[src/rtl/ifp_pkg.sv]
// Shared types, codes and the precedence function for the infix to postfix converter.
// No dependencies; every other file in rtl/ refers to this package by scoped names.

package ifp_pkg;

   // Token kinds on the request side.
   localparam logic [1:0] CMD_OPERAND  = 2'd0;
   localparam logic [1:0] CMD_OPERATOR = 2'd1;
   localparam logic [1:0] CMD_END      = 2'd2;

   // Symbol codes shared by the request and the response.
   localparam logic [2:0] SYM_PLUS   = 3'd0;
   localparam logic [2:0] SYM_MINUS  = 3'd1;
   localparam logic [2:0] SYM_TIMES  = 3'd2;
   localparam logic [2:0] SYM_DIVIDE = 3'd3;
   localparam logic [2:0] SYM_POWER  = 3'd4;
   localparam logic [2:0] SYM_OPEN   = 3'd5;
   localparam logic [2:0] SYM_CLOSE  = 3'd6;

   // Result kinds on the response side.
   localparam logic [1:0] KIND_OPERAND  = 2'd0;
   localparam logic [1:0] KIND_OPERATOR = 2'd1;
   localparam logic [1:0] KIND_MISMATCH = 2'd2;
   localparam logic [1:0] KIND_OVERFLOW = 2'd3;

   typedef struct packed {
      logic [1:0]  cmd;
      logic [63:0] operand_bits;
      logic [2:0]  symbol_code;
   } req_type;

   typedef struct packed {
      logic [1:0]  token_kind;
      logic [63:0] out_value;
      logic [2:0]  out_symbol;
      logic        last;
   } rsp_type;

   // Control from the sequencer to the operator stack.
   typedef struct packed {
      logic       push;
      logic       pop;
      logic       clear;
      logic       read;
      logic [2:0] sym;
   } stack_ctl_type;

   // Operator precedence; parentheses and unused codes rank lowest.
   function automatic logic [1:0] prec_of(input logic [2:0] sym);
      logic [1:0] prec;
      case (sym)
         SYM_PLUS, SYM_MINUS:   prec = 2'd1;
         SYM_TIMES, SYM_DIVIDE: prec = 2'd2;
         SYM_POWER:             prec = 2'd3;
         default:               prec = 2'd0;
      endcase
      return prec;
   endfunction

endpackage

[src/rtl/ifp_stack.sv]
// Operator stack: a single-port memory with a registered top read and a fill count.
// Depends on ifp_pkg for the stack control struct.

module ifp_stack #(
   parameter int STACK_DEPTH = 32,
   localparam int CNT_W = $clog2(STACK_DEPTH + 1),
   localparam int IDX_W = $clog2(STACK_DEPTH)
) (
   input  logic                  clock,
   input  logic                  reset,
   input  ifp_pkg::stack_ctl_type stk_ctl,
   output logic [CNT_W-1:0]      stk_count,
   output logic [2:0]            stk_top
);

   logic [2:0]       stack_mem [STACK_DEPTH];
   logic [CNT_W-1:0] count_ff;
   logic [CNT_W-1:0] count_in;
   logic [CNT_W-1:0] top_addr;
   logic [2:0]       top_ff;

   assign top_addr = count_ff - CNT_W'(1);

   // Push writes above the top; a read fetches the current top into a register.
   always_ff @(posedge clock) begin
      if (stk_ctl.push) begin
         stack_mem[count_ff[IDX_W-1:0]] <= stk_ctl.sym;
      end
      if (stk_ctl.read) begin
         top_ff <= stack_mem[top_addr[IDX_W-1:0]];
      end
   end

   // Fill count; entries at or above it are never read.
   always_comb begin
      count_in = count_ff;
      if (stk_ctl.clear) begin
         count_in = '0;
      end else if (stk_ctl.push) begin
         count_in = count_ff + CNT_W'(1);
      end else if (stk_ctl.pop) begin
         count_in = count_ff - CNT_W'(1);
      end
   end

   always_ff @(posedge clock) begin
      if (reset) begin
         count_ff <= '0;
      end else begin
         count_ff <= count_in;
      end
   end

   assign stk_count = count_ff;
   assign stk_top   = top_ff;

endmodule

[src/rtl/infix_to_postfix_converter_top.sv]
// Top level of the shunting-yard infix to postfix converter: sequencer and result staging.
// Depends on ifp_pkg and instantiates ifp_stack.
//
//   channel   direction  handshake               payload
//   req_      in         req_valid / req_stall   ifp_pkg::req_type (one token)
//   rsp_      out        rsp_valid / rsp_stall   ifp_pkg::rsp_type (one postfix token)
//
// Every token passes the decide and finish states after its transfer; an operator or an
// open paren also passes the push state, and a close paren or an end does not.
// Each stack entry examined adds a read state (address) and an evaluate state (registered
// memory read), and a mismatch result adds a mismatch state, as the memory has one port.
// Reset is synchronous and clears the stack count, the sequencer and the result valids.
// A stalled response holds the sequencer only when a new result has nowhere to go.

module infix_to_postfix_converter_top #(
   parameter int STACK_DEPTH = 32
) (
   input  logic             clock,
   input  logic             reset,
   input  logic             req_valid,
   output logic             req_stall,
   input  ifp_pkg::req_type req_data,
   output logic             rsp_valid,
   input  logic             rsp_stall,
   output ifp_pkg::rsp_type rsp_data
);

   localparam int CNT_W = $clog2(STACK_DEPTH + 1);

   localparam logic [2:0] S_IDLE     = 3'd0;
   localparam logic [2:0] S_DECIDE   = 3'd1;
   localparam logic [2:0] S_READ     = 3'd2;
   localparam logic [2:0] S_EVAL     = 3'd3;
   localparam logic [2:0] S_PUSH     = 3'd4;
   localparam logic [2:0] S_MISMATCH = 3'd5;
   localparam logic [2:0] S_FINISH   = 3'd6;

   logic [2:0]             state_ff;
   logic [2:0]             state_in;
   ifp_pkg::req_type       item_ff;
   ifp_pkg::rsp_type       pend_ff;
   logic                   pend_valid_ff;
   logic                   pend_valid_in;
   ifp_pkg::rsp_type       rsp_data_ff;
   ifp_pkg::rsp_type       rsp_data_in;
   logic                   rsp_valid_ff;
   ifp_pkg::stack_ctl_type stk_ctl;
   logic [CNT_W-1:0]       stk_count;
   logic [2:0]             stk_top;
   logic                   out_free;
   logic                   can_gen;
   logic                   gen;
   logic                   flush;
   ifp_pkg::rsp_type       gen_rsp;
   logic                   stk_empty;
   logic                   stk_full;
   logic                   stk_one;
   logic                   pop_due;
   logic [1:0]             item_prec;
   logic [1:0]             top_prec;

   ifp_stack #(
      .STACK_DEPTH(STACK_DEPTH)
   ) u_stack (
      .clock    (clock),
      .reset    (reset),
      .stk_ctl  (stk_ctl),
      .stk_count(stk_count),
      .stk_top  (stk_top)
   );

   assign stk_empty = (stk_count == '0);
   assign stk_full  = (stk_count == CNT_W'(STACK_DEPTH));
   assign stk_one   = (stk_count == CNT_W'(1));

   // A result is held back in a pending register so the final one of an item can be marked.
   assign out_free = !rsp_valid_ff || !rsp_stall;
   assign can_gen  = !pend_valid_ff || out_free;

   // Left-associative operators pop equal precedence; power does not.
   assign item_prec = ifp_pkg::prec_of(item_ff.symbol_code);
   assign top_prec  = ifp_pkg::prec_of(stk_top);
   assign pop_due   = (top_prec > item_prec) ||
                      ((top_prec == item_prec) && (item_ff.symbol_code != ifp_pkg::SYM_POWER));

   // Sequencer: at most one stack action and at most one result per cycle.
   always_comb begin
      state_in   = state_ff;
      gen        = 1'b0;
      flush      = 1'b0;
      gen_rsp    = '0;
      stk_ctl    = '0;
      case (state_ff)
         S_IDLE: begin
            if (req_valid) begin
               state_in = S_DECIDE;
            end
         end
         S_DECIDE: begin
            case (item_ff.cmd)
               ifp_pkg::CMD_OPERAND: begin
                  if (can_gen) begin
                     gen                = 1'b1;
                     gen_rsp.token_kind = ifp_pkg::KIND_OPERAND;
                     gen_rsp.out_value  = item_ff.operand_bits;
                     state_in           = S_FINISH;
                  end
               end
               ifp_pkg::CMD_OPERATOR: begin
                  if (item_ff.symbol_code == ifp_pkg::SYM_OPEN) begin
                     state_in = S_PUSH;
                  end else if (item_ff.symbol_code == ifp_pkg::SYM_CLOSE) begin
                     state_in = stk_empty ? S_MISMATCH : S_READ;
                  end else if (item_ff.symbol_code <= ifp_pkg::SYM_POWER) begin
                     state_in = stk_empty ? S_PUSH : S_READ;
                  end else begin
                     state_in = S_FINISH;
                  end
               end
               ifp_pkg::CMD_END: begin
                  state_in = stk_empty ? S_FINISH : S_READ;
               end
               default: begin
                  state_in = S_FINISH;
               end
            endcase
         end
         S_READ: begin
            stk_ctl.read = 1'b1;
            state_in     = S_EVAL;
         end
         S_EVAL: begin
            gen_rsp.token_kind = ifp_pkg::KIND_OPERATOR;
            gen_rsp.out_symbol = stk_top;
            if (item_ff.cmd == ifp_pkg::CMD_END) begin
               if (can_gen) begin
                  gen         = 1'b1;
                  stk_ctl.pop = 1'b1;
                  state_in    = stk_one ? S_FINISH : S_READ;
               end
            end else if (item_ff.symbol_code == ifp_pkg::SYM_CLOSE) begin
               if (stk_top == ifp_pkg::SYM_OPEN) begin
                  stk_ctl.pop = 1'b1;
                  state_in    = S_FINISH;
               end else if (can_gen) begin
                  gen         = 1'b1;
                  stk_ctl.pop = 1'b1;
                  state_in    = stk_one ? S_MISMATCH : S_READ;
               end
            end else if (pop_due) begin
               if (can_gen) begin
                  gen         = 1'b1;
                  stk_ctl.pop = 1'b1;
                  state_in    = stk_one ? S_PUSH : S_READ;
               end
            end else begin
               state_in = S_PUSH;
            end
         end
         S_PUSH: begin
            if (stk_full) begin
               if (can_gen) begin
                  gen                = 1'b1;
                  gen_rsp.token_kind = ifp_pkg::KIND_OVERFLOW;
                  stk_ctl.clear      = 1'b1;
                  state_in           = S_FINISH;
               end
            end else begin
               stk_ctl.push = 1'b1;
               stk_ctl.sym  = item_ff.symbol_code;
               state_in     = S_FINISH;
            end
         end
         S_MISMATCH: begin
            if (can_gen) begin
               gen                = 1'b1;
               gen_rsp.token_kind = ifp_pkg::KIND_MISMATCH;
               state_in           = S_FINISH;
            end
         end
         S_FINISH: begin
            if (!pend_valid_ff) begin
               state_in = S_IDLE;
            end else if (out_free) begin
               flush    = 1'b1;
               state_in = S_IDLE;
            end
         end
         default: begin
            state_in = S_IDLE;
         end
      endcase
   end

   always_comb begin
      pend_valid_in = pend_valid_ff;
      if (gen) begin
         pend_valid_in = 1'b1;
      end else if (flush) begin
         pend_valid_in = 1'b0;
      end
   end

   // The held-back result goes out, marked last when the item is done.
   always_comb begin
      rsp_data_in      = pend_ff;
      rsp_data_in.last = flush;
   end

   // Control state.
   always_ff @(posedge clock) begin
      if (reset) begin
         state_ff      <= S_IDLE;
         pend_valid_ff <= 1'b0;
         rsp_valid_ff  <= 1'b0;
      end else begin
         state_ff      <= state_in;
         pend_valid_ff <= pend_valid_in;
         if ((gen && pend_valid_ff) || flush) begin
            rsp_valid_ff <= 1'b1;
         end else if (!rsp_stall) begin
            rsp_valid_ff <= 1'b0;
         end
      end
   end

   // Payload: the accepted token, the held-back result and the output register.
   always_ff @(posedge clock) begin
      if ((state_ff == S_IDLE) && req_valid) begin
         item_ff <= req_data;
      end
      if (gen) begin
         pend_ff <= gen_rsp;
      end
      if ((gen && pend_valid_ff) || flush) begin
         rsp_data_ff <= rsp_data_in;
      end
   end

   assign req_stall = (state_ff != S_IDLE);
   assign rsp_valid = rsp_valid_ff;
   assign rsp_data  = rsp_data_ff;

   // The stack never holds more than its depth.
   a_count_bound: assert property (@(posedge clock) disable iff (reset)
      stk_count <= CNT_W'(STACK_DEPTH))
      else $error("operator stack count beyond depth");

   // Nothing is held back while waiting for a new token.
   a_idle_no_pending: assert property (@(posedge clock) disable iff (reset)
      (state_ff == S_IDLE) |-> !pend_valid_ff)
      else $error("result left pending at idle");

   // A result never overwrites an output that is still stalled.
   a_no_overwrite: assert property (@(posedge clock) disable iff (reset)
      (rsp_valid_ff && rsp_stall) |-> !((gen && pend_valid_ff) || flush))
      else $error("stalled result overwritten");

   // Stack count moves by at most one unless cleared.
   a_count_step: assert property (@(posedge clock) disable iff (reset)
      !stk_ctl.clear |=> (stk_count == $past(stk_count)) ||
                         (stk_count == $past(stk_count) + CNT_W'(1)) ||
                         (stk_count == $past(stk_count) - CNT_W'(1)))
      else $error("stack count jumped");

endmodule
[config.mk]
export PLATFORM = sky130hd
export DESIGN_NAME = infix_to_postfix_converter_top
export DESIGN_NICKNAME = d
export VERILOG_FILES = /design/src/rtl/ifp_pkg.sv /design/src/rtl/ifp_stack.sv /design/src/rtl/infix_to_postfix_converter_top.sv
export SDC_FILE = /design/constraint.sdc
export NUM_CORES = 1
export LEC_CHECK = 0
export ABC_AREA = 1
export BUFFER_PORTS_ARGS = -buffer_cell sky130_fd_sc_hd__buf_2
export CORE_MARGIN = 2
export CORE_UTILIZATION = 43
export DETAILED_ROUTE_END_ITERATION = 6
export GPL_ROUTABILITY_DRIVEN = 0
export SLEW_MARGIN = 20
export SYNTH_ARGS = -nofsm -noshare
export SYNTH_HDL_FRONTEND = slang
export SYNTH_HIERARCHICAL = 1
export SYNTH_SLANG_ARGS = --single-unit
[constraint.sdc]
create_clock -name clock -period 8.4 [get_ports clock]
set_clock_uncertainty 0.1 [all_clocks]
set_input_delay 1.68 -clock clock [delete_from_list [all_inputs] [get_ports clock]]
set_output_delay 1.68 -clock clock [all_outputs]
set_load 0.03 [all_outputs]
==> flow_summary_export.csv <==
group,metric,value,unit
worst_setup_path,r2r_setup_slack,4.51,ns
worst_setup_path,critical_path_class,"input port to register",
timing,maxSlewHeadroom,27.70,%
detailed_routing,num_vias,7351,
timing,hold_violations,0,
synth,ys_warn_count,6,
timing,drv_slew,0,
final_layout,area_growth,16.50,%
floorplan,rows,62,
floorplan,die_y,174.9,um
floorplan,dieArea,30570,sq um
clock_tree,cts_root_buf,"clkbuf_16",
synth,synth_compound_area_share,1.266,%
power_and_ir_drop,ir_drop,0.1438,mV
synth,synth.area.top_cells,"edfxtp_1 73%, nand2_1 5.8%, inv_1 5.1%",
global_routing,grt_pass1_vias,6941,
final_layout,final_cells,1581,
clock_tree,cts_tree,"built",
final_layout,finish.instance_area,14620,sq um
timing,setup_slack,4.370,ns
timing,fin_tns_setup,0,ns
worst_setup_path,critical_path_required,8.42,ns
detailed_routing,final_antenna_net_count,0,
flow_run,cap_viol_max_count,0,
clock_tree,cts_resized,0,
clock_tree,clock_path_buffers,3,
synth,synth_flop_cell,"edfxtp_1",
floorplan,fp.dieW,174.9,um
timing,hold_slack,0.3139,ns
detailed_routing,vias_per_cell,4.650,
synth,synth_edf_count,307,
timing,setup_viol,0,
global_routing,gr-total-overflow,0,
worst_setup_path,start_kind,"input port",
detailed_routing,post-route-drc-count,0,
synth,synth_most_common_cell,"edfxtp_1",
place,dp_cells,1520,
timing,fin_crit_sh,47.98,%
status,status,"finished clean",
timing,fmax,0.2481,GHz
detailed_routing,drt_iter0_drc,737,
global_routing,grt_max_degree,72,
place,dp_slack,3.764,ns
clock_tree,numCtsBuffers,34,
global_routing,track_usage,15.65,%
place,numPortBuffers,144,
global_routing,grt_pass1_wl,37380,um
final_layout,drive_gt1_share,19.80,%
synth,synth_top_area_share,73.44,%
synth,synth_top_family_by_area,"simple AND/OR/NAND/NOR gates",
final_layout,utilization,50.95,%
clock_tree,clkLatencyLatePin,0.50,ns
place,dpl.hpwl,15130,um
synth,synth_top_cell_by_area,"edfxtp_1",
global_routing,antenna_found_initial,0,
synth,seq_area_frac_synth,75.20,%
timing,tightestPinTransition,1.077,ns
clock_tree,clk_pin_slew_worst_paths,0.06,ns
worst_setup_path,end_kind,"register",
power_and_ir_drop,power.density,314.7,nW/um^2
clock_tree,post_cts_buffers,0,
synth,synthAdderAreaFrac,0.6978,%
synth,synthCells,1013,
synth,synth_cell_types,39,
clock_tree,htreeDepth,2,
clock_tree,cts_hold_buf,0,
hold_path,hold_class,"register to register",
place,placed_area,13630,sq um
floorplan,ioPinCount,145,
detailed_routing,wl_per_cell,15.21,um
final_layout,diodes,0,
synth,syn-num-nets,1093,
synth,synth-xor-area-share,0.3389,%
final_layout,nets,1252,
power_and_ir_drop,finalPower,4.602,mW
worst_setup_path,cp_max_fo,71,
floorplan,core_area,28700,sq um
synth,synthMuxAreaShare,0,%
synth,synth_commonest_cells,"307 x edfxtp_1, 194 x nand2_1, 169 x inv_1",
synth,async_flop_share,0,%
detailed_routing,wirelength,24050,um
synth,synthSimpleGateAreaFrac,15.50,%
worst_setup_path,arrival,4.05,ns
floorplan,start_util,43.73,%
synth,synth_area,12550,sq um
clock_tree,cts_num_sinks,318,
timing,rsz0062_at_grt,"no",
synth,ys_ff_latch,318,
synth,synth_area_per_cell,12.39,sq um
timing,finalWorstPathRequiredPeriod,4.030,ns
power_and_ir_drop,power.leakage,6.070,nW
detailed_routing,dr.pass1.iters,5,
-- area by class of cell --
class	instances	area, sq um
clock inverters	20	120.1
clock buffers	41	877.1
well taps	384	480.5
flip-flops and latches	318	9440
multi-input cells	486	2250
repair buffers	151	773.2
inverters	181	681.9
fillers	2544	14080
-- cell usage in the layout (no fill, tap or decap), types with 2 or more instances in the layout --
master     netlist  layout
clkinv_1         0       7
a21oi_1         11      11
nand2_4          2       3
ha_1             7       7
nor2_4           2       3
clkbuf_1         3       7
nor3_1           2       2
nand3_2          4       4
nor2_2           3       3
nand2_2          6       6
buf_2           13     144
nand4_1          3       3
dfxtp_1         11      10
buf_4            4       7
o21ai_1          2       2
nand3_4          2       2
nand2_1        194     193
inv_6            0       3
nor2_1         127     126
clkbuf_16        0      34
xor2_1           2       2
inv_2           11      11
inv_1          169     169
edfxtp_1       307     307
o21ai_0          8       8
nand3_1         97      97
clkinv_2         0       8
-- cell families after synthesis --
kind of cell,count (synthesis)
AOI/OAI and AO/OA,28
xor gates and xnor gates,4
DFF,318
and+or+nand+nor,447
buffers and inverters,209
adders and majority gates,7
-- registers in the layout (all words and copies together), names as in the netlist --
| signal | flops |
|---|---|
| item_ff | 69 |
| pend_ff | 69 |
| pend_valid_ff | 1 |
| rsp_data | 70 |
| rsp_valid | 1 |
| state_ff | 3 |
| u_stack/stack_mem | 96 |
| u_stack/stk_count | 6 |
| u_stack/stk_top | 3 |
-- critical path, cell delays in order --
cell     delay, ns
buf_2         0.10
nand2_2       0.14
nor2_8        0.07
inv_4         0.08
nand2_1       0.06
nor2_2        0.17
nor2_4        0.07
nand2_4       0.67
nand2_2       0.17
nand2_4       0.72
-- report_power, final --
group	leakage, nW	internal (mW)	switching, mW	total [mW]
logic	2.65	0.292	0.816	1.11
registers	2.93	2.07	0.0788	2.15
clock network	0.496	0.753	0.591	1.34
total	6.07	3.12	1.49	4.60
-- path summary, 6_finish.rpt --
path                              from                 end  depth (start not counted)
setup reg to reg  u_stack/stk_count[0]  u_stack/stk_top[0]                         11
setup / recovery             rsp_stall        rsp_data[62]                         10
hold reg to reg            pend_ff[40]        rsp_data[40]                          0
hold / removal             pend_ff[40]        rsp_data[40]                          0
-- layer usage --
layer  track usage, %  wire length, um  vias to the layer above
li1                 -                -                     3659
met1            21.76            10790                     3461
met2            25.33            11280                      188
met3            2.742             1456                       43
met4            4.792              526                        0
met5                0                0                        -
Power figures use the tool's default switching activity.
